File: config.mk
export PLATFORM = sky130hd
export DESIGN_NAME = pbnc_search
export DESIGN_NICKNAME = d
export VERILOG_FILES = /design/src/hw/rtl/pbnc_pkg.sv /design/src/hw/rtl/pbnc_search.sv
export SDC_FILE = /design/constraint.sdc
export NUM_CORES = 1
export LEC_CHECK = 0
export ABC_AREA = 1
export BUFFER_PORTS_ARGS = -buffer_cell sky130_fd_sc_hd__buf_2
export CAP_MARGIN = 20
export CORE_MARGIN = 2
export CORE_UTILIZATION = 45
export CTS_CLUSTER_DIAMETER = 50
export CTS_CLUSTER_SIZE = 16
export DETAILED_ROUTE_END_ITERATION = 8
export PLACE_DENSITY = 0.69
export SLEW_MARGIN = 20
export SYNTH_ARGS = -nofsm -noshare
export SYNTH_HDL_FRONTEND = slang
export SYNTH_SLANG_ARGS = --single-unit
File: constraint.sdc
create_clock -name clk_i -period 11.4 [get_ports clk_i]
set_clock_uncertainty 0.05 [all_clocks]
set_input_delay 1.71 -clock clk_i [delete_from_list [all_inputs] [get_ports clk_i]]
set_output_delay 1.71 -clock clk_i [all_outputs]
set_load 0.05 [all_outputs]
File: src/hw/rtl/pbnc_pkg.sv
// ----------------------------------------------------------------------------
// pbnc_pkg
// shared types and constants of the palette blend nearest color block
// ----------------------------------------------------------------------------
`timescale 1ns / 1ps
`default_nettype none

package pbnc_pkg;

  // one palette color, red in the top byte
  typedef struct packed {
    logic [7:0] red;
    logic [7:0] green;
    logic [7:0] blue;
  } rgb_t;

  // percent register
  localparam int unsigned PctW     = 7;
  localparam logic [6:0]  PctFull  = 7'd100;
  localparam logic [6:0]  PctReset = 7'd20;

  // blend arithmetic: mix <= 255 * 100, divide by 100 via reciprocal
  localparam int unsigned MixW        = 15;
  localparam int unsigned RecipW      = 13;
  localparam logic [12:0] Div100Mul   = 13'd5243;
  localparam int unsigned Div100Shift = 19;
  localparam int unsigned ProdW       = MixW + RecipW;

  // distance arithmetic
  localparam int unsigned SqW   = 16;
  localparam int unsigned DistW = 18;

  // commands
  localparam logic CmdWrite = 1'b0;
  localparam logic CmdQuery = 1'b1;

  // control from the sequencer to the search unit
  typedef struct packed {
    logic clr;
    logic vld;
    logic last;
  } search_ctl_t;

  typedef enum logic [6:0] {
    ST_IDLE   = 7'b0000001,
    ST_WRITE  = 7'b0000010,
    ST_FETCH  = 7'b0000100,
    ST_MIX    = 7'b0001000,
    ST_BLEND  = 7'b0010000,
    ST_SEARCH = 7'b0100000,
    ST_DRAIN  = 7'b1000000
  } state_e;

endpackage

`default_nettype wire

File: src/hw/rtl/pbnc_search.sv
// ----------------------------------------------------------------------------
// pbnc_search
// pipelined squared distance and running minimum over streamed entries
// ----------------------------------------------------------------------------
`timescale 1ns / 1ps
`default_nettype none

module pbnc_search #(
  parameter int unsigned IdxW = 8
) (
  input  logic                  clk_i,
  input  logic                  rst_ni,
  input  pbnc_pkg::search_ctl_t ctl_i,
  input  pbnc_pkg::rgb_t        mix_i,
  input  pbnc_pkg::rgb_t        ent_i,
  input  logic [IdxW-1:0]       idx_i,
  output logic                  done_o,
  output logic [IdxW-1:0]       best_idx_o
);
  import pbnc_pkg::*;

  logic [2:0][7:0]     m, e, dif;
  logic [2:0][SqW-1:0] sq_q, sq_d;
  logic [IdxW-1:0]     idx1_q;
  logic                v1_q, last1_q, done_q;
  logic [DistW-1:0]    sum;
  logic                better;
  logic [DistW-1:0]    best_d_q, best_d_d;
  logic [IdxW-1:0]     best_idx_q, best_idx_d;

  assign m = mix_i;
  assign e = ent_i;

  // stage 1: per-channel squared difference
  always_comb begin
    for (int k = 0; k < 3; k++) begin
      dif[k]  = (m[k] >= e[k]) ? (m[k] - e[k]) : (e[k] - m[k]);
      sq_d[k] = SqW'(dif[k]) * SqW'(dif[k]);
    end
  end

  // stage 2: total distance, lower index wins a tie
  always_comb begin
    sum    = DistW'(sq_q[0]) + DistW'(sq_q[1]) + DistW'(sq_q[2]);
    better = (sum < best_d_q) || ((sum == best_d_q) && (idx1_q < best_idx_q));
    best_d_d   = best_d_q;
    best_idx_d = best_idx_q;
    if (ctl_i.clr) begin
      best_d_d = '1;
    end else if (v1_q && better) begin
      best_d_d   = sum;
      best_idx_d = idx1_q;
    end
  end

  always_ff @(posedge clk_i) begin
    sq_q       <= sq_d;
    idx1_q     <= idx_i;
    best_d_q   <= best_d_d;
    best_idx_q <= best_idx_d;
  end

  always_ff @(posedge clk_i or negedge rst_ni) begin
    if (!rst_ni) begin
      v1_q    <= 1'b0;
      last1_q <= 1'b0;
      done_q  <= 1'b0;
    end else begin
      v1_q    <= ctl_i.vld;
      last1_q <= ctl_i.vld & ctl_i.last;
      done_q  <= v1_q & last1_q;
    end
  end

  assign done_o     = done_q;
  assign best_idx_o = best_idx_q;

endmodule

`default_nettype wire

==> flow_metrics.env <==
export IMPL_synth_top_area_cell="ha_1"
export IMPL_cp_max_fo=7
export IMPL_insertion_delay_ns=0.35
export IMPL_place_inst=1978
export IMPL_maxCapViolCount=0
export IMPL_ant_nets=0
export IMPL_synth_edff_count=8
export IMPL_die_h_um=164
export IMPL_wl_per_cell_um=11.2
export IMPL_finalSetupViolations=0
export IMPL_ctsHoldBuffers=0
export IMPL_start_util_pct=45.6
export IMPL_antenna_found_initial=0
export IMPL_post_route_min_period_ns=6.85
export IMPL_postLayoutCellArea_um2=12400
export IMPL_diodes=0
export IMPL_postCtsSetupBuffers=0
export IMPL_grt_pass1_wl_mm=40.3
export IMPL_clockBufferDepth=2
export IMPL_ys_types=45
export IMPL_critPathLaunchType="input pin"
export IMPL_syn_to_final_growth_pct=8.62
export IMPL_drive_gt1_share_pct=9.62
export IMPL_post_cts_resized=0
export IMPL_finalCritPeriodShare_pct=60.1
export IMPL_coreArea_um2=25100
export IMPL_via_per_inst=4.73
export IMPL_via_count=9432
export IMPL_ys_flop_type="dfxtp_1"
export IMPL_cts_tree="yes"
export IMPL_synthArstFlopShare_pct=3.66
export IMPL_final_core_util_pct=49.6
export IMPL_hp_start="idx1_q[4]$_DFF_P_"
export IMPL_outcome="finished clean"
export IMPL_ys_ff_latch=82
export IMPL_gp_congestion=0.863
export IMPL_path_class="in2reg"
export IMPL_postPlaceCellArea_um2=12100
export IMPL_num_fill_cells=2556
export IMPL_grt_usage_pct=18.0
export IMPL_r2r_end="best_idx_o[0]$_DFFE_PP_"
export IMPL_synthTopCellsByArea="ha_1 19%, fa_1 17%, nand2_1 13%"
export IMPL_grt_max_degree=21
export IMPL_max_freq_ghz=0.146
export IMPL_cts_htree_levels=3
export IMPL_numClockSinks=82
export IMPL_relSlewSlack_pct=52.2
export IMPL_arrival_ns=7.04
export IMPL_worst_slew_pin_slew_ns=0.716
export IMPL_cp_end_kind="flip-flop"
export IMPL_crit_path_start="mix_i[0]"
export IMPL_hold_viol=0
export IMPL_drt_wl_total_mm=22.3
export IMPL_die_area_um2=26700
export IMPL_rsz0062_at_grt="false"
export IMPL_pin_count=70
export IMPL_fin_setup_tns_ns=0
export IMPL_cp_data_required_time_ns=11.59
export IMPL_syn_mean_instance_area_um2=7.21
export IMPL_hold_class="reg2reg"
export IMPL_finalMaxSlewViolations=0
export IMPL_grt_pass1_vias=9222
export IMPL_layout_cells_non_filler=1994
export IMPL_overflow=0
export IMPL_yosysTopAreaCellShare_pct=18.9
export IMPL_syn_cell_area_um2=11500
export IMPL_clk_pin_slew_ns=0.06
export IMPL_cts_root_buffer="clkbuf_16"
export IMPL_hold_path_endpoint="best_idx_o[4]$_DFFE_PP_"
export IMPL_drt_iter0_drc=507
export IMPL_ff2ff_setup_slack_ns=6.98
export IMPL_yosysWarnings=0
export IMPL_seq_area_frac_synth_pct=15.2
export IMPL_drc_errors=0
export IMPL_dp_final_hpwl_mm=19.3
export IMPL_cts_buffers_inserted=9
export IMPL_portBuffers=69
export IMPL_final_nets=1990
export IMPL_rows=58
export IMPL_whs_path_depth=0
export IMPL_postSynthCellCount=1589
export IMPL_drtPass1Iterations=5
export IMPL_timing_rr_start="sq_q[21]$_DFF_P_"
export IMPL_die_w_um=164
export IMPL_reg2reg_depth=19
-- logic make-up (layout without fill, tap and decap cells) --
| kind of cell | after synthesis | count (layout) | share of synthesized area [%] |
|---|---|---|---|
| other | 2 | 3 | 0.0656 |
| AO/OA/AOI/OAI | 121 | 121 | 5.90 |
| flip-flops | 82 | 82 | 15.2 |
| buffers and inverters | 373 | 447 | 12.6 |
| adder cells (fa/ha/maj) | 270 | 270 | 35.8 |
| AND/OR/NAND/NOR | 675 | 675 | 25.3 |
| XOR/XNOR | 66 | 66 | 5.11 |
-- registers in the layout, summed over array words and instances (netlist names) --
name        flops
sq_q           45
best_d_q       18
best_idx_o      8
idx1_q          8
done_o          1
last1_q         1
v1_q            1
-- through the flow --
stage / setup slack (ns) / hold WS (ns)
final: 4.55 / 0.377
after global routing: 4.08 / 0.393
after CTS: 4.56 / 0.382
after detailed placement: 4.21 / 0.373
after global placement: 4.29 / 0.371
after floorplan: 4.85 / 0.358
-- placed cells by master, fill, tap and decap left out, drive strengths merged --
cell type / netlist / layout
a211oi: 3 / 3
clkbuf: 3 / 11
dfxtp: 71 / 71
nor3b: 1 / 1
and2: 2 / 2
conb: 2 / 3
o21a: 1 / 1
nand2: 430 / 430
nand3: 100 / 100
o21ai: 26 / 26
dfrtp: 3 / 3
clkinv: 1 / 4
nor3: 5 / 5
a21oi: 77 / 77
a21o: 6 / 6
edfxtp: 8 / 8
nand3b: 3 / 3
clkinvlp: 0 / 1
ha: 173 / 173
o21bai: 7 / 7
xor2: 37 / 37
nor2: 121 / 121
buf: 8 / 69
bufinv: 0 / 1
fa: 97 / 97
xnor2: 29 / 29
a31oi: 1 / 1
nand4: 8 / 8
inv: 361 / 361
or2: 5 / 5
-- how the worst max path moves through the flow --
stage	end	slack, ns	cells after the start
global route	sq_q[44]$_DFF_P_	4.08	26
detailed placement	sq_q[44]$_DFF_P_	4.21	26
finish	sq_q[12]$_DFF_P_	4.55	28
CTS	sq_q[44]$_DFF_P_	4.56	26
floorplan	sq_q[31]$_DFF_P_	4.85	28
global placement	sq_q[44]$_DFF_P_	4.29	26
-- worst max-delay path, stage by stage --
cell      delay, ns
buf_2          0.11
inv_1          0.05
ha_1           0.13
inv_1          0.05
fa_1           0.40
nand3_1        0.10
nand2_1        0.11
nand2_2        0.12
nand2_2        0.05
nor2_2         0.19
nand2_1        0.10
nand2_2        0.16
inv_2          0.09
nor2_1         0.27
fa_1           0.49
xnor2_1        0.20
o21bai_1       0.13
nand2_1        0.10
fa_1           0.55
inv_1          0.06
fa_1           0.53
inv_1          0.05
ha_1           0.37
a21oi_1        0.15
nor2_1         0.05
nand3b_1       0.24
a31oi_1        0.23
xor2_1         0.25
-- routing by layer --
metal | wire length [um] | track usage [%]
met5 | 0 | 0
met4 | 446 | 4.67
met3 | 907 | 2.77
met2 | 10300 | 31.1
met1 | 10700 | 23.5
-- area by class of cell --
cell class              count  area, um^2  area share [%]
repair buffers             69         345            2.78
multi-input cells        1135        8280            66.5
well taps                 330         413            3.32
clock buffers              11         254            2.04
inverters                 362        1360            10.9
flip-flops and latches     82        1740            14.0
clock inverters             5        52.6           0.422
-- synthesized netlist by cell type, types with 5 or more instances --
cell	number
nand2_1	398
inv_1	345
ha_1	173
nor2_1	110
nand3_1	99
fa_1	97
a21oi_1	74
dfxtp_1	71
xor2_1	36
xnor2_1	29
nand2_2	27
o21ai_0	19
inv_2	15
nor2_2	10
edfxtp_1	8
nand4_1	8
o21bai_1	7
a21o_1	6
nand2_4	5
Power is left out: the tool's default activity adds up to more than one toggle a clock period on the data nets, which glitch-free logic cannot reach.
