[src/hw/rtl/pbnc_pkg.sv]
// ----------------------------------------------------------------------------
// pbnc_pkg
// shared types and constants of the palette blend nearest color block
// ----------------------------------------------------------------------------
`timescale 1ns / 1ps
`default_nettype none

package pbnc_pkg;

  // one palette color, red in the top byte
  typedef struct packed {
    logic [7:0] red;
    logic [7:0] green;
    logic [7:0] blue;
  } rgb_t;

  // percent register
  localparam int unsigned PctW     = 7;
  localparam logic [6:0]  PctFull  = 7'd100;
  localparam logic [6:0]  PctReset = 7'd20;

  // blend arithmetic: mix <= 255 * 100, divide by 100 via reciprocal
  localparam int unsigned MixW        = 15;
  localparam int unsigned RecipW      = 13;
  localparam logic [12:0] Div100Mul   = 13'd5243;
  localparam int unsigned Div100Shift = 19;
  localparam int unsigned ProdW       = MixW + RecipW;

  // distance arithmetic
  localparam int unsigned SqW   = 16;
  localparam int unsigned DistW = 18;

  // commands
  localparam logic CmdWrite = 1'b0;
  localparam logic CmdQuery = 1'b1;

  // control from the sequencer to the search unit
  typedef struct packed {
    logic clr;
    logic vld;
    logic last;
  } search_ctl_t;

  typedef enum logic [6:0] {
    ST_IDLE   = 7'b0000001,
    ST_WRITE  = 7'b0000010,
    ST_FETCH  = 7'b0000100,
    ST_MIX    = 7'b0001000,
    ST_BLEND  = 7'b0010000,
    ST_SEARCH = 7'b0100000,
    ST_DRAIN  = 7'b1000000
  } state_e;

endpackage

`default_nettype wire

[src/hw/rtl/pbnc_cell.sv]
// ----------------------------------------------------------------------------
// pbnc_cell
// one palette cell of the rotating ring
// ----------------------------------------------------------------------------
`timescale 1ns / 1ps
`default_nettype none

module pbnc_cell (
  input  logic          clk_i,
  input  pbnc_pkg::rgb_t nb_i,
  input  logic          ld_i,
  input  pbnc_pkg::rgb_t ld_data_i,
  output pbnc_pkg::rgb_t ent_o
);
  import pbnc_pkg::*;

  rgb_t ent_q, ent_d;

  always_comb begin
    ent_d = ld_i ? ld_data_i : nb_i;
  end

  always_ff @(posedge clk_i) begin
    ent_q <= ent_d;
  end

  assign ent_o = ent_q;

endmodule

`default_nettype wire

[src/hw/rtl/pbnc_ring.sv]
// ----------------------------------------------------------------------------
// pbnc_ring
// palette ring: a chain of cells shifting toward the head every cycle
// ----------------------------------------------------------------------------
`timescale 1ns / 1ps
`default_nettype none

module pbnc_ring #(
  parameter int unsigned Entries = 256,
  parameter int unsigned IdxW    = 8
) (
  input  logic            clk_i,
  input  logic            rst_ni,
  input  logic            wr_i,
  input  pbnc_pkg::rgb_t  wr_data_i,
  output pbnc_pkg::rgb_t  head_o,
  output logic [IdxW-1:0] head_idx_o
);
  import pbnc_pkg::*;

  rgb_t ent [Entries];

  logic [IdxW-1:0] head_idx_q, head_idx_d;

  // cell k takes from cell k+1, the tail takes the head back or a new entry
  for (genvar k = 0; k < Entries; k++) begin : g_cell
    localparam int unsigned Nb     = (k + 1) % Entries;
    localparam bit          IsTail = (k == Entries - 1);

    pbnc_cell u_cell (
      .clk_i     (clk_i),
      .nb_i      (ent[Nb]),
      .ld_i      (wr_i & IsTail),
      .ld_data_i (wr_data_i),
      .ent_o     (ent[k])
    );
  end

  always_comb begin
    if (head_idx_q == IdxW'(Entries - 1)) begin
      head_idx_d = '0;
    end else begin
      head_idx_d = head_idx_q + 1'b1;
    end
  end

  always_ff @(posedge clk_i or negedge rst_ni) begin
    if (!rst_ni) begin
      head_idx_q <= '0;
    end else begin
      head_idx_q <= head_idx_d;
    end
  end

  assign head_o     = ent[0];
  assign head_idx_o = head_idx_q;

endmodule

`default_nettype wire

[config.mk]
export PLATFORM = sky130hd
export DESIGN_NAME = pbnc_ring
export DESIGN_NICKNAME = d
export VERILOG_FILES = /design/src/hw/rtl/pbnc_pkg.sv /design/src/hw/rtl/pbnc_cell.sv /design/src/hw/rtl/pbnc_ring.sv
export SDC_FILE = /design/constraint.sdc
export NUM_CORES = 2
export LEC_CHECK = 0
export ABC_AREA = 1
export BUFFER_PORTS_ARGS = -buffer_cell sky130_fd_sc_hd__buf_2
export CORE_MARGIN = 3
export CORE_UTILIZATION = 50
export CTS_BUF_LIST = sky130_fd_sc_hd__clkbuf_8 sky130_fd_sc_hd__clkbuf_16
export DETAILED_ROUTE_END_ITERATION = 10
export HOLD_SLACK_MARGIN = 0.15
export PLACE_DENSITY = 0.75
export REMOVE_ABC_BUFFERS = 1
export SETUP_SLACK_MARGIN = 0.2
export SYNTH_ARGS = -nofsm -noshare
export SYNTH_HDL_FRONTEND = slang
export SYNTH_SLANG_ARGS = --single-unit
export TNS_END_PERCENT = 20
[constraint.sdc]
create_clock -name clk_i -period 2.8 [get_ports clk_i]
set_clock_uncertainty 0.1 [all_clocks]
set_input_delay 0.56 -clock clk_i [delete_from_list [all_inputs] [get_ports clk_i]]
set_output_delay 0.56 -clock clk_i [all_outputs]
set_load 0.01 [all_outputs]
==> qor.json <==
{
  "run_status": "complete, no violations",
  "tritoncts": "built",
  "timing.final.crit_period_ns": 2.31,
  "hold_ws_ns": 0.196,
  "crit-reg2reg-launch": "g_cell[0].u_cell.ent_o[16]$_DFF_P_",
  "internal-power_w": 0.132,
  "clkLatencyLatePin_ns": 0.90,
  "hpwl_um": 53000,
  "postCtsResizedCells": 0,
  "postSynthRegisterBits": 6152,
  "synthesis.area_sq_um": 124000,
  "swShare": 0.184,
  "yosysMostFrequentCell": "sky130_fd_sc_hd__dfxtp_1",
  "die_height_um": 504,
  "port_buffers": 58,
  "clk_transition_reported_paths_ns": 0.06,
  "finish.net_count": 6895,
  "final_area_sq_um": 147000,
  "timing_hold_violations_final": 0,
  "worst_ir_drop_vdd_mv": 0.631,
  "synth_edf_count": 0,
  "drt-wirelength-per-cell_um": 11.9,
  "initial_core_util": 0.504,
  "cts_max_level": 6,
  "rsz0062_at_grt": "no",
  "worst_path_dominant_cell_family": "flip-flops",
  "synth_cells": 6242,
  "worstPathBufferInverterCount": 1,
  "tns_ns": 0,
  "n_fill_cell": 17400,
  "timing.critical_path.fanout_max": 2,
  "clockRootBuffer": "sky130_fd_sc_hd__clkbuf_16",
  "dr_total_vias": 40500,
  "maxClockFrequency_mhz": 433,
  "post_synth.cell_area_avg_sq_um": 19.9,
  "final.setup.worst_slack_ns": 0.491,
  "min_path_cells": 0,
  "row_count": 182,
  "r2r_end": "g_cell[255].u_cell.ent_o[16]$_DFF_P_",
  "crit_path_top_delay_cell": "sky130_fd_sc_hd__dfxtp_1",
  "die_area_sq_um": 254000,
  "dieWidth_um": 504,
  "placed_instance_area_sq_um": 128000,
  "yosysUniqueCellTypes": 16,
  "reg2reg_setup_slack_ns": 1.29,
  "timing_max_transition_violations_final": 0,
  "final_layout_size_suffix_gt1_frac": 0.128,
  "global_route_wire_length_before_repair_um": 219000,
  "finalWeightedCongestion": 0.751,
  "worstPathArrival_ns": 1.65,
  "seq_area_frac_synth": 0.994,
  "hold_worst_path_end": "g_cell[97].u_cell.ent_o[6]$_DFF_P_",
  "leakage_nw": 60.1,
  "drt-total-wl_um": 126000,
  "share_seq_of_total_power": 0.547,
  "pin_count": 59,
  "postSynth.asyncResetShare": 0.00130,
  "clkSinkCount": 6152,
  "grt_usage": 0.102,
  "ctsLongestPathBuffers": 4,
  "detail_route.drc_violations": 0,
  "tightest_slew_ns": 0.478,
  "end_kind": "output port",
  "pwr_cell_area_nw_per_um2": 1100,
  "p_clk_frac": 0.452,
  "cell_types_with_the_largest_area_share_after_synthesis": "sky130_fd_sc_hd__dfxtp_1, sky130_fd_sc_hd__mux2_4, sky130_fd_sc_hd__dfrtp_1",
  "multi_input_comb_area_sq_um": 492,
  "critPathMaxStageDelay_ns": 0.55,
  "globalRoute.totalOverflow": 0,
  "cell_taking_the_most_area_after_synthesis": "sky130_fd_sc_hd__dfxtp_1",
  "critical_path.cell_chain": "buf_2",
  "grt_antenna_before_repair": 3,
  "drt_first_iter_violations": 1664,
  "setup_viol": 0,
  "synth_common_cells": "sky130_fd_sc_hd__dfxtp_1, sky130_fd_sc_hd__buf_4, sky130_fd_sc_hd__mux2_4",
  "placeableCoreArea_sq_um": 246000,
  "postcts_setup_bufs": 0,
  "routed_via_density": 3.83,
  "grt_pass1_vias": 43700,
  "crit_path_start_kind": "flip-flop",
  "share_of_the_clock_period_used_by_the_worst_path": 0.825,
  "totalPowerFinal_w": 0.162,
  "antenna_violating_nets_post_route": 0,
  "synth_top_flop_cell": "sky130_fd_sc_hd__dfxtp_1",
  "timing.slew.headroom": 0.682,
  "post-synth-top-area-fraction": 0.992,
  "comb_power_share": 0.001,
  "area_growth_pct": 18.4,
  "grt_max_degree": 18,
  "dpl_worst_slack_ns": 0.862,
  "ff2ff_path_depth": 2,
  "maxCapViolations": 0,
  "min-delay-path-class": "flip-flop to flip-flop",
  "cp_required_ns": 2.14,
  "ys_warn_count": 0,
  "pre_antenna_drt_iters": 5,
  "worstSetupPathType": "flip-flop to output port",
  "netSwitchingPower_w": 0.0299,
  "tritoncts.num_buffers": 559,
  "holdCritStartpoint": "g_cell[98].u_cell.ent_o[6]$_DFF_P_",
  "register_area_sq_um": 123000
}
[cell families after synthesis]
logic type,Yosys count,share of synthesized area
fa+ha+maj,1,0.000101
buf+inv,34,0.00208
compound gates,1,0.0000403
xor+xnor,2,0.000141
flops,6152,0.994
mux,24,0.00279
simple gates,28,0.000898
[worst max path at each step]
stage                                       start                              endpoint  slack [ns]  cells past startpoint
2_1_floorplan             head_idx_o[0]$_DFF_PN0_               head_idx_o[0]$_DFF_PN0_        1.58                      6
3_3_place_gp                                 wr_i  g_cell[255].u_cell.ent_o[11]$_DFF_P_        0.88                      3
3_5_place_dp                                 wr_i   g_cell[255].u_cell.ent_o[9]$_DFF_P_        0.86                      3
4_1_cts        g_cell[0].u_cell.ent_o[16]$_DFF_P_                            head_o[16]        0.37                      1
5_1_grt        g_cell[0].u_cell.ent_o[16]$_DFF_P_                            head_o[16]        0.38                      1
6_report       g_cell[0].u_cell.ent_o[16]$_DFF_P_                            head_o[16]        0.49                      1
[final cells by class]
class / instances / area share
multi-input cells: 56 / 0.00335
flip-flops and latches: 6152 / 0.839
inverters: 7 / 0.000179
diodes: 4 / 0.0000682
clock inverters: 273 / 0.0156
clock buffers: 692 / 0.109
well taps: 3312 / 0.0282
repair buffers: 91 / 0.00419
[per-stage QoR]
step,instances,util
2_1_floorplan,6215,-
3_3_place_gp,9587,0.521
3_5_place_dp,9587,0.521
4_1_cts,10600,0.596
5_1_grt,10600,0.596
6_report,10600,0.596
[flip-flops by register name (all words and copies together), names as in the netlist]
register             flops
g_cell.u_cell.ent_o   6144
head_idx_o               8
[power by group through the flow]
stage	logic, W	registers (W)	clock network [W]
final	0.000105	0.0887	0.0733
after floorplan	0.0000299	0.0905	0
after global placement	0.0000670	0.0906	0
after CTS	0.000104	0.0887	0.0756
after global routing	0.000113	0.0887	0.0790
after detailed placement	0.0000690	0.0906	0
[timing repair]
item                                    in CTS  in global routing
endpoints found under the hold margin       32                  0
hold buffers                                31                  0
endpoints found under the setup margin       0                  0
[layout by cell type (no fill, tap or decap), types with 3 or more instances in the layout]
| cell type | count |
|---|---|
| sky130_fd_sc_hd__buf_2 | 58 |
| sky130_fd_sc_hd__bufinv_16 | 35 |
| sky130_fd_sc_hd__clkbuf_16 | 576 |
| sky130_fd_sc_hd__clkbuf_8 | 116 |
| sky130_fd_sc_hd__clkinv_2 | 75 |
| sky130_fd_sc_hd__clkinv_4 | 7 |
| sky130_fd_sc_hd__clkinv_8 | 5 |
| sky130_fd_sc_hd__clkinvlp_4 | 12 |
| sky130_fd_sc_hd__dfrtp_1 | 8 |
| sky130_fd_sc_hd__dfxtp_1 | 6144 |
| sky130_fd_sc_hd__diode_2 | 4 |
| sky130_fd_sc_hd__dlygate4sd3_1 | 31 |
| sky130_fd_sc_hd__inv_1 | 125 |
| sky130_fd_sc_hd__inv_6 | 20 |
| sky130_fd_sc_hd__mux2_2 | 4 |
| sky130_fd_sc_hd__mux2_4 | 20 |
| sky130_fd_sc_hd__nand2_1 | 12 |
| sky130_fd_sc_hd__nand3_1 | 3 |
| sky130_fd_sc_hd__nor2_1 | 12 |
[layer usage]
metal | share of wire | global-route usage
met2 | 0.38 | 0.135
met5 | 0 | 0
met1 | 0.53 | 0.150
met4 | 0.038 | 0.0516
met3 | 0.050 | 0.0301
Power figures use the tool's default switching activity.
