**src/hw/rtl/pbnc_pkg.sv**
```systemverilog
// ----------------------------------------------------------------------------
// pbnc_pkg
// shared types and constants of the palette blend nearest color block
// ----------------------------------------------------------------------------
`timescale 1ns / 1ps
`default_nettype none

package pbnc_pkg;

  // one palette color, red in the top byte
  typedef struct packed {
    logic [7:0] red;
    logic [7:0] green;
    logic [7:0] blue;
  } rgb_t;

  // percent register
  localparam int unsigned PctW     = 7;
  localparam logic [6:0]  PctFull  = 7'd100;
  localparam logic [6:0]  PctReset = 7'd20;

  // blend arithmetic: mix <= 255 * 100, divide by 100 via reciprocal
  localparam int unsigned MixW        = 15;
  localparam int unsigned RecipW      = 13;
  localparam logic [12:0] Div100Mul   = 13'd5243;
  localparam int unsigned Div100Shift = 19;
  localparam int unsigned ProdW       = MixW + RecipW;

  // distance arithmetic
  localparam int unsigned SqW   = 16;
  localparam int unsigned DistW = 18;

  // commands
  localparam logic CmdWrite = 1'b0;
  localparam logic CmdQuery = 1'b1;

  // control from the sequencer to the search unit
  typedef struct packed {
    logic clr;
    logic vld;
    logic last;
  } search_ctl_t;

  typedef enum logic [6:0] {
    ST_IDLE   = 7'b0000001,
    ST_WRITE  = 7'b0000010,
    ST_FETCH  = 7'b0000100,
    ST_MIX    = 7'b0001000,
    ST_BLEND  = 7'b0010000,
    ST_SEARCH = 7'b0100000,
    ST_DRAIN  = 7'b1000000
  } state_e;

endpackage

`default_nettype wire

```
**src/hw/rtl/pbnc_blend.sv**
```systemverilog
// ----------------------------------------------------------------------------
// pbnc_blend
// two-stage per-channel blend of two colors by a percent weight
// ----------------------------------------------------------------------------
`timescale 1ns / 1ps
`default_nettype none

module pbnc_blend (
  input  logic           clk_i,
  input  logic           rst_ni,
  input  logic           start_i,
  input  pbnc_pkg::rgb_t c1_i,
  input  pbnc_pkg::rgb_t c2_i,
  input  logic [6:0]     pct_i,
  output logic           vld_o,
  output pbnc_pkg::rgb_t mix_o
);
  import pbnc_pkg::*;

  logic [2:0][7:0]      a, b;
  logic [PctW-1:0]      p, q;
  logic [2:0][MixW-1:0] mix_q, mix_d;
  logic [2:0][7:0]      res_q, res_d;
  logic [2:0][ProdW-1:0] prod;
  logic                 v1_q, v2_q;

  assign a = c1_i;
  assign b = c2_i;

  // percent above full saturates
  always_comb begin
    p = (pct_i > PctFull) ? PctFull : pct_i;
    q = PctFull - p;
  end

  // stage 1: weighted sum
  always_comb begin
    for (int k = 0; k < 3; k++) begin
      mix_d[k] = MixW'(a[k]) * MixW'(p) + MixW'(b[k]) * MixW'(q);
    end
  end

  // stage 2: divide by 100 through the reciprocal, exact below 25600
  always_comb begin
    for (int k = 0; k < 3; k++) begin
      prod[k]  = ProdW'(mix_q[k]) * ProdW'(Div100Mul);
      res_d[k] = 8'(prod[k] >> Div100Shift);
    end
  end

  always_ff @(posedge clk_i) begin
    if (start_i) begin
      mix_q <= mix_d;
    end
    if (v1_q) begin
      res_q <= res_d;
    end
  end

  always_ff @(posedge clk_i or negedge rst_ni) begin
    if (!rst_ni) begin
      v1_q <= 1'b0;
      v2_q <= 1'b0;
    end else begin
      v1_q <= start_i;
      v2_q <= v1_q;
    end
  end

  assign vld_o = v2_q;
  assign mix_o = res_q;

endmodule

`default_nettype wire

```
**config.mk**
```make
export PLATFORM = sky130hd
export DESIGN_NAME = pbnc_blend
export DESIGN_NICKNAME = d
export VERILOG_FILES = /design/src/hw/rtl/pbnc_pkg.sv /design/src/hw/rtl/pbnc_blend.sv
export SDC_FILE = /design/constraint.sdc
export NUM_CORES = 1
export LEC_CHECK = 0
export BUFFER_PORTS_ARGS = -buffer_cell sky130_fd_sc_hd__buf_2
export CORE_MARGIN = 4
export CORE_UTILIZATION = 59
export DETAILED_ROUTE_END_ITERATION = 7
export MAX_ROUTING_LAYER = met4
export PLACE_DENSITY = 0.88
export SYNTH_ARGS = -nofsm -noshare
export SYNTH_HDL_FRONTEND = slang
export SYNTH_SLANG_ARGS = --single-unit
```
**constraint.sdc**
```tcl
create_clock -name clk_i -period 5.4 [get_ports clk_i]
set_input_delay 1.35 -clock clk_i [delete_from_list [all_inputs] [get_ports clk_i]]
set_output_delay 1.35 -clock clk_i [all_outputs]
set_load 0.01 [all_outputs]
```
==> results.py, run 1 <==
metrics = {
    "finish": {
        "area_delta_synth_final_pct": 18.8,
        "fill_cells": 2474,
        "nNetsFinal": 3677,
        "ff_latch_area_sq_um": 2120,
        "final_common_cell": "inv_1",
        "drive_gt1_share_pct": 20.1,
        "mostFrequentLayoutCells": "inv_1 (613), fa_1 (436), ha_1 (431)",
        "multiInputGateArea_sq_um": 20200,
    },
    "setup_path": {
        "worst-path-buf-inv": 9,
        "slowest_stage": "fa_1",
        "max_stage_delay_ns": 0.56,
        "arrival_ns": 7.21,
        "crit_path_end_kind": "flip-flop",
        "worstPathMaxFanout": 5,
        "crit_family": "adder cells",
        "crit_type": "input pin to flip-flop",
        "start_kind": "input pin",
        "cpMostUsedCell": "fa_1",
        "critPathRequiredTime_ns": 5.51,
    },
    "grt": {
        "met3_usage_pct": 3.81,
        "met2_usage_pct": 49.9,
        "grt.busiest_layer": "met2",
        "overflow": 0,
        "grt_max_degree": 49,
        "grt_pass1_wl_um": 99500,
        "grt_usage_pct": 29.0,
        "antenna_found_initial": 8,
        "grt_pass1_vias": 20600,
        "grtUsageMet1_pct": 34.5,
    },
    "timing": {
        "post-route-period-util_pct": 132,
        "worst_slew_pin_slew_ns": 1.19,
        "slew_violations": 0,
        "setup_slack_ns": -1.71,
        "rsz0062_at_grt": "true",
        "slew-limit-headroom_pct": 20.6,
        "whs_ns": 0.759,
        "hold_viol_final": 0,
        "min_period_ns": 7.11,
        "fmax_ghz": 0.141,
        "skew_ns": 0.00882,
        "setup_viol": 36,
    },
    "routing": {
        "via_per_inst": 5.76,
        "drc": 0,
        "wire_per_inst_um": 20.7,
        "final_antenna_net_count": 0,
        "wl_um": 67000,
        "vias": 18700,
        "drt_iter0_drc": 1674,
        "drt_first_pass_iters": 6,
    },
    "cts": {
        "cts_tree": "done",
        "htree_levels": 3,
        "clockBufferDepth": 2,
        "hold_buffers": 0,
        "cts_buffers": 9,
        "clk_latency_ns": 0.36,
        "cts.sink_count": 71,
        "path_clk_slew_ns": 0.07,
        "root_buffer": "clkbuf_16",
    },
    "floorplan": {
        "start_util_pct": 59.7,
        "io_pins": 83,
        "rows": 73,
        "die_w_um": 209,
        "die_h_um": 209,
        "core-area_sq_um": 39700,
        "die_area_sq_um": 43500,
    },
    "job": {
        "cap_violations": 0,
    },
    "yosys": {
        "async_flop_share_pct": 2.82,
        "syn_area_per_cell_sq_um": 9.92,
        "netlist.area_leader.share_pct": 37.5,
        "synth_top_area_cell": "fa_1",
        "ys_ff_latch": 71,
        "synth_nets": 3366,
        "syn_inst": 2392,
        "synth_edf_count": 69,
        "yosysWarnings": 0,
        "synth_cell_types": 51,
        "yosysSeqAreaShare_pct": 8.94,
        "synth_top_cells_by_area": "fa_1 (37%), ha_1 (25%), inv_1 (10%)",
        "syn_area_sq_um": 23700,
        "synth_top_flop_cell": "edfxtp_1",
    },
    "place": {
        "gp_congestion": 0.992,
        "place_hpwl_um": 47800,
        "port_buffers": 82,
    },
    "run_status": {
        "violations": "negative setup slack",
        "status": "complete, but fails checks",
    },
    "min_path": {
        "hold_path.class": "input pin to asynchronous set/reset pin",
    },
}
[final timing paths]
path	cells after the start	to	from	slack (ns)
max	28	mix_q[44]$_DFFE_PP_	pct_i[1]	-1.71
min	1	v1_q$_DFF_PN0_	rst_ni	0.76
max reg2reg	17	mix_o[12]$_DFFE_PP_	mix_q[24]$_DFFE_PP_	0.09
min reg2reg	0	vld_o$_DFF_PN0_	v1_q$_DFF_PN0_	1.01
max in group asynchronous	1	vld_o$_DFF_PN0_	rst_ni	4.55
min in group clk_i	0	vld_o$_DFF_PN0_	v1_q$_DFF_PN0_	1.01
[sequential cells by signal (all words and copies together), names as in the netlist]
name,cells
mix_o,24
mix_q,45
v1_q,1
vld_o,1
[kinds of logic (layout without fill, tap and decap cells)]
family | count (synthesis) | after routing | synth area share, %
adder cells (fa/ha/maj) | 916 | 916 | 62.3
AND/OR/NAND/NOR | 475 | 475 | 10.2
multiplexers | 1 | 1 | 0.0422
AO/OA/AOI/OAI | 158 | 158 | 4.40
XOR/XNOR | 88 | 88 | 3.25
flip-flops | 71 | 71 | 8.94
buffers and inverters | 683 | 999 | 10.8
other | 0 | 9 | 0
[final cells by class]
class | count | area share (%)
Clock inverter | 7 | 0.244
Timing Repair Buffer | 333 | 8.75
Sequential cell | 71 | 7.53
Inverter | 650 | 8.68
Multi-Input combinational cell | 1638 | 71.6
Tap cell | 525 | 2.33
Antenna cell | 9 | 0.0799
Clock buffer | 9 | 0.799
[cells in the mapped netlist (4+ instances only)]
cell type / number
a21o_1: 28
a21oi_1: 49
a31oi_1: 6
and2_1: 185
and3_1: 17
clkbuf_1: 30
edfxtp_1: 69
fa_1: 444
ha_1: 472
inv_1: 650
nand2_1: 170
nand3_1: 16
nand4_1: 6
nor2_1: 36
nor2b_1: 9
nor3_1: 16
o21a_1: 12
o21ai_0: 23
o21bai_1: 5
o311a_1: 4
o31ai_1: 5
or2_2: 4
or3_1: 10
xnor2_1: 68
xor2_1: 20
[metrics by stage]
step | utilization (%) | TNS [ns] | instances | cell area [sq um] | worst slack (ns)
global placement | 66.4 | -49.10 | 3165 | 26400 | -1.81
detailed placement | 66.4 | -54.34 | 3165 | 26400 | -1.98
CTS | 68.8 | -36.37 | 3202 | 27400 | -1.50
finish | 71.0 | -45.45 | 3242 | 28200 | -1.71
global route | 70.9 | -49.76 | 3241 | 28200 | -1.85
floorplan | - | -54.13 | 2392 | 23900 | -2.07
[timing repair]
item | in CTS | in global routing
pin swaps | 65 | 76
gates cloned | 0 | 0
setup endpoints to repair | 35 | 45
setup buffers | 22 | 36
gates resized for setup | 106 | 121
[layer usage]
metal | vias to the layer above | wire length (um)
met4 | 0 | 4220
met5 | - | 0
met3 | 356 | 5100
met2 | 1093 | 34200
li1 | 7988 | -
met1 | 9252 | 23500
Power of run 1 is left out: the tool's default activity adds up to more than one toggle a clock period on the data nets, which glitch-free logic cannot reach.
==> inputs of run 2 (changes only) <==
==> constraint.sdc (replaced) <==
create_clock -name clk_i -period 7.7 [get_ports clk_i]
set_input_delay 1.925 -clock clk_i [delete_from_list [all_inputs] [get_ports clk_i]]
set_output_delay 1.925 -clock clk_i [all_outputs]
set_load 0.01 [all_outputs]
==> results.py, run 2 (same netlist as run 1, synthesis figures left out) <==
metrics = {
    "cts": {
        "cts_tree": "done",
        "clockBufferDepth": 2,
        "root_buffer": "clkbuf_16",
        "path_clk_slew_ns": 0.07,
        "hold_buffers": 0,
        "cts_buffers": 9,
        "htree_levels": 3,
        "clk_latency_ns": 0.37,
        "cts.sink_count": 71,
    },
    "floorplan": {
        "core-area_sq_um": 39700,
        "die_h_um": 209,
        "rows": 73,
        "die_w_um": 209,
        "die_area_sq_um": 43500,
        "io_pins": 83,
        "start_util_pct": 59.7,
    },
    "grt": {
        "overflow": 0,
        "grt_pass1_vias": 19000,
        "grt_usage_pct": 26.2,
        "antenna_found_initial": 11,
        "grt_pass1_wl_um": 90500,
        "grt_max_degree": 49,
    },
    "place": {
        "pre_cts_ws_ns": -0.355,
        "gp_congestion": 0.944,
        "place_hpwl_um": 46000,
        "port_buffers": 82,
    },
    "routing": {
        "wire_per_inst_um": 17.4,
        "drt_iter0_drc": 882,
        "wl_um": 53400,
        "final_antenna_net_count": 0,
        "drc": 0,
        "via_per_inst": 5.39,
        "vias": 16600,
        "drt_first_pass_iters": 5,
    },
    "finish": {
        "regMostFlops": "mix_q",
        "drive_gt1_share_pct": 8.87,
        "area_delta_synth_final_pct": 8.91,
        "largest_reg_flops": 45,
        "nNetsFinal": 3507,
        "final_common_cell": "inv_1",
        "mostFrequentLayoutCells": "inv_1 (646), ha_1 (467), fa_1 (442)",
    },
    "timing": {
        "skew_ns": 0.00797,
        "setup_slack_ns": 0.154,
        "setup_viol": 0,
        "min_period_ns": 7.55,
        "slew_violations": 0,
        "worst_slew_pin_slew_ns": 1.20,
        "hold_viol_final": 0,
        "post-route-period-util_pct": 98.0,
        "fmax_ghz": 0.133,
        "slew-limit-headroom_pct": 19.9,
    },
    "setup_path": {
        "crit_type": "input pin to flip-flop",
        "regToRegSetupSlack_ns": 2.09,
        "critPathRequiredTime_ns": 7.80,
        "worstPathMaxFanout": 8,
        "crit_path_end_kind": "flip-flop",
        "arrival_ns": 7.64,
        "start_kind": "input pin",
    },
    "job": {
        "cap_violations": 0,
    },
    "run_status": {
        "status": "finished, final reports clean",
    },
    "min_path": {
        "hold_path.class": "flip-flop to flip-flop",
    },
}
==> run 2: changes by cell type in the layout (fill, tap and decap cells not counted), moves of 14 or more <==
cell	change
buf_4	-142
buf_6	-26
ha_1	+36
ha_4	-34
inv_1	+33
inv_2	-33
nand2_1	+14
==> run 2: metrics by stage <==
| step | instances | hold slack [ns] | setup TNS (ns) | util (%) | cell area (sq um) |
|---|---|---|---|---|---|
| finish | 3074 | 0.991 | 0 | 65.1 | 25800 |
| global route | 3074 | 1.08 | -0.0773 | 65.1 | 25800 |
| CTS | 3057 | 1.03 | 0 | 64.7 | 25700 |
| detailed placement | 3041 | 1.02 | -3.74 | 63.9 | 25400 |
| global placement | 3041 | 1.01 | -1.29 | 63.9 | 25400 |
| floorplan | 2392 | 0.810 | -3.42 | - | 23900 |
==> run 2: layout make-up <==
| type | count | area (sq um) |
|---|---|---|
| multi-input combinational | 1638 | 19300 |
| fill | 2928 | 13900 |
| inverter | 650 | 2440 |
| sequential | 71 | 2120 |
| timing repair buffer | 163 | 1040 |
| tap | 525 | 657 |
| clock buffer | 9 | 225 |
| clock inverter | 7 | 68.8 |
| antenna | 11 | 27.5 |
==> run 2: routing by layer <==
layer / global-route usage, % / up-vias / part of all wire, %
li1: - / 7654 / -
met1: 32.4 / 8331 / 40
met2: 44.8 / 485 / 51
met3: 4.34 / 114 / 5.6
met4: 7.74 / 0 / 2.9
met5: - / - / 0
==> run 2: repair_timing <==
item                       CTS  global route
setup endpoints to repair    0            18
resized for setup            0            15
buffers inserted             0             6
hold endpoints to repair     0             0
==> run 2: final timing paths <==
path	start	endpoint	cells past startpoint
min	v1_q$_DFF_PN0_	vld_o$_DFF_PN0_	0
max	pct_i[6]	mix_q[14]$_DFFE_PP_	22
min reg2reg	v1_q$_DFF_PN0_	vld_o$_DFF_PN0_	0
min in group asynchronous	rst_ni	v1_q$_DFF_PN0_	1
max in group asynchronous	rst_ni	vld_o$_DFF_PN0_	1
max reg2reg	mix_q[25]$_DFFE_PP_	mix_o[15]$_DFFE_PP_	18
==> run 2: worst max-delay path, cell delays in order <==
cell,delay [ns]
buf_2,0.09
nand2_1,0.12
buf_4,0.19
o21bai_4,0.28
buf_4,0.24
nand2_1,0.11
fa_1,0.54
fa_1,0.49
inv_1,0.05
fa_1,0.50
inv_1,0.05
fa_1,0.57
fa_1,0.44
fa_1,0.49
inv_1,0.04
ha_1,0.30
nor2b_1,0.14
o21ai_0,0.40
a211oi_2,0.18
nor3_2,0.25
o31ai_2,0.09
xnor2_1,0.15
Power of run 2 is left out for the same reason.
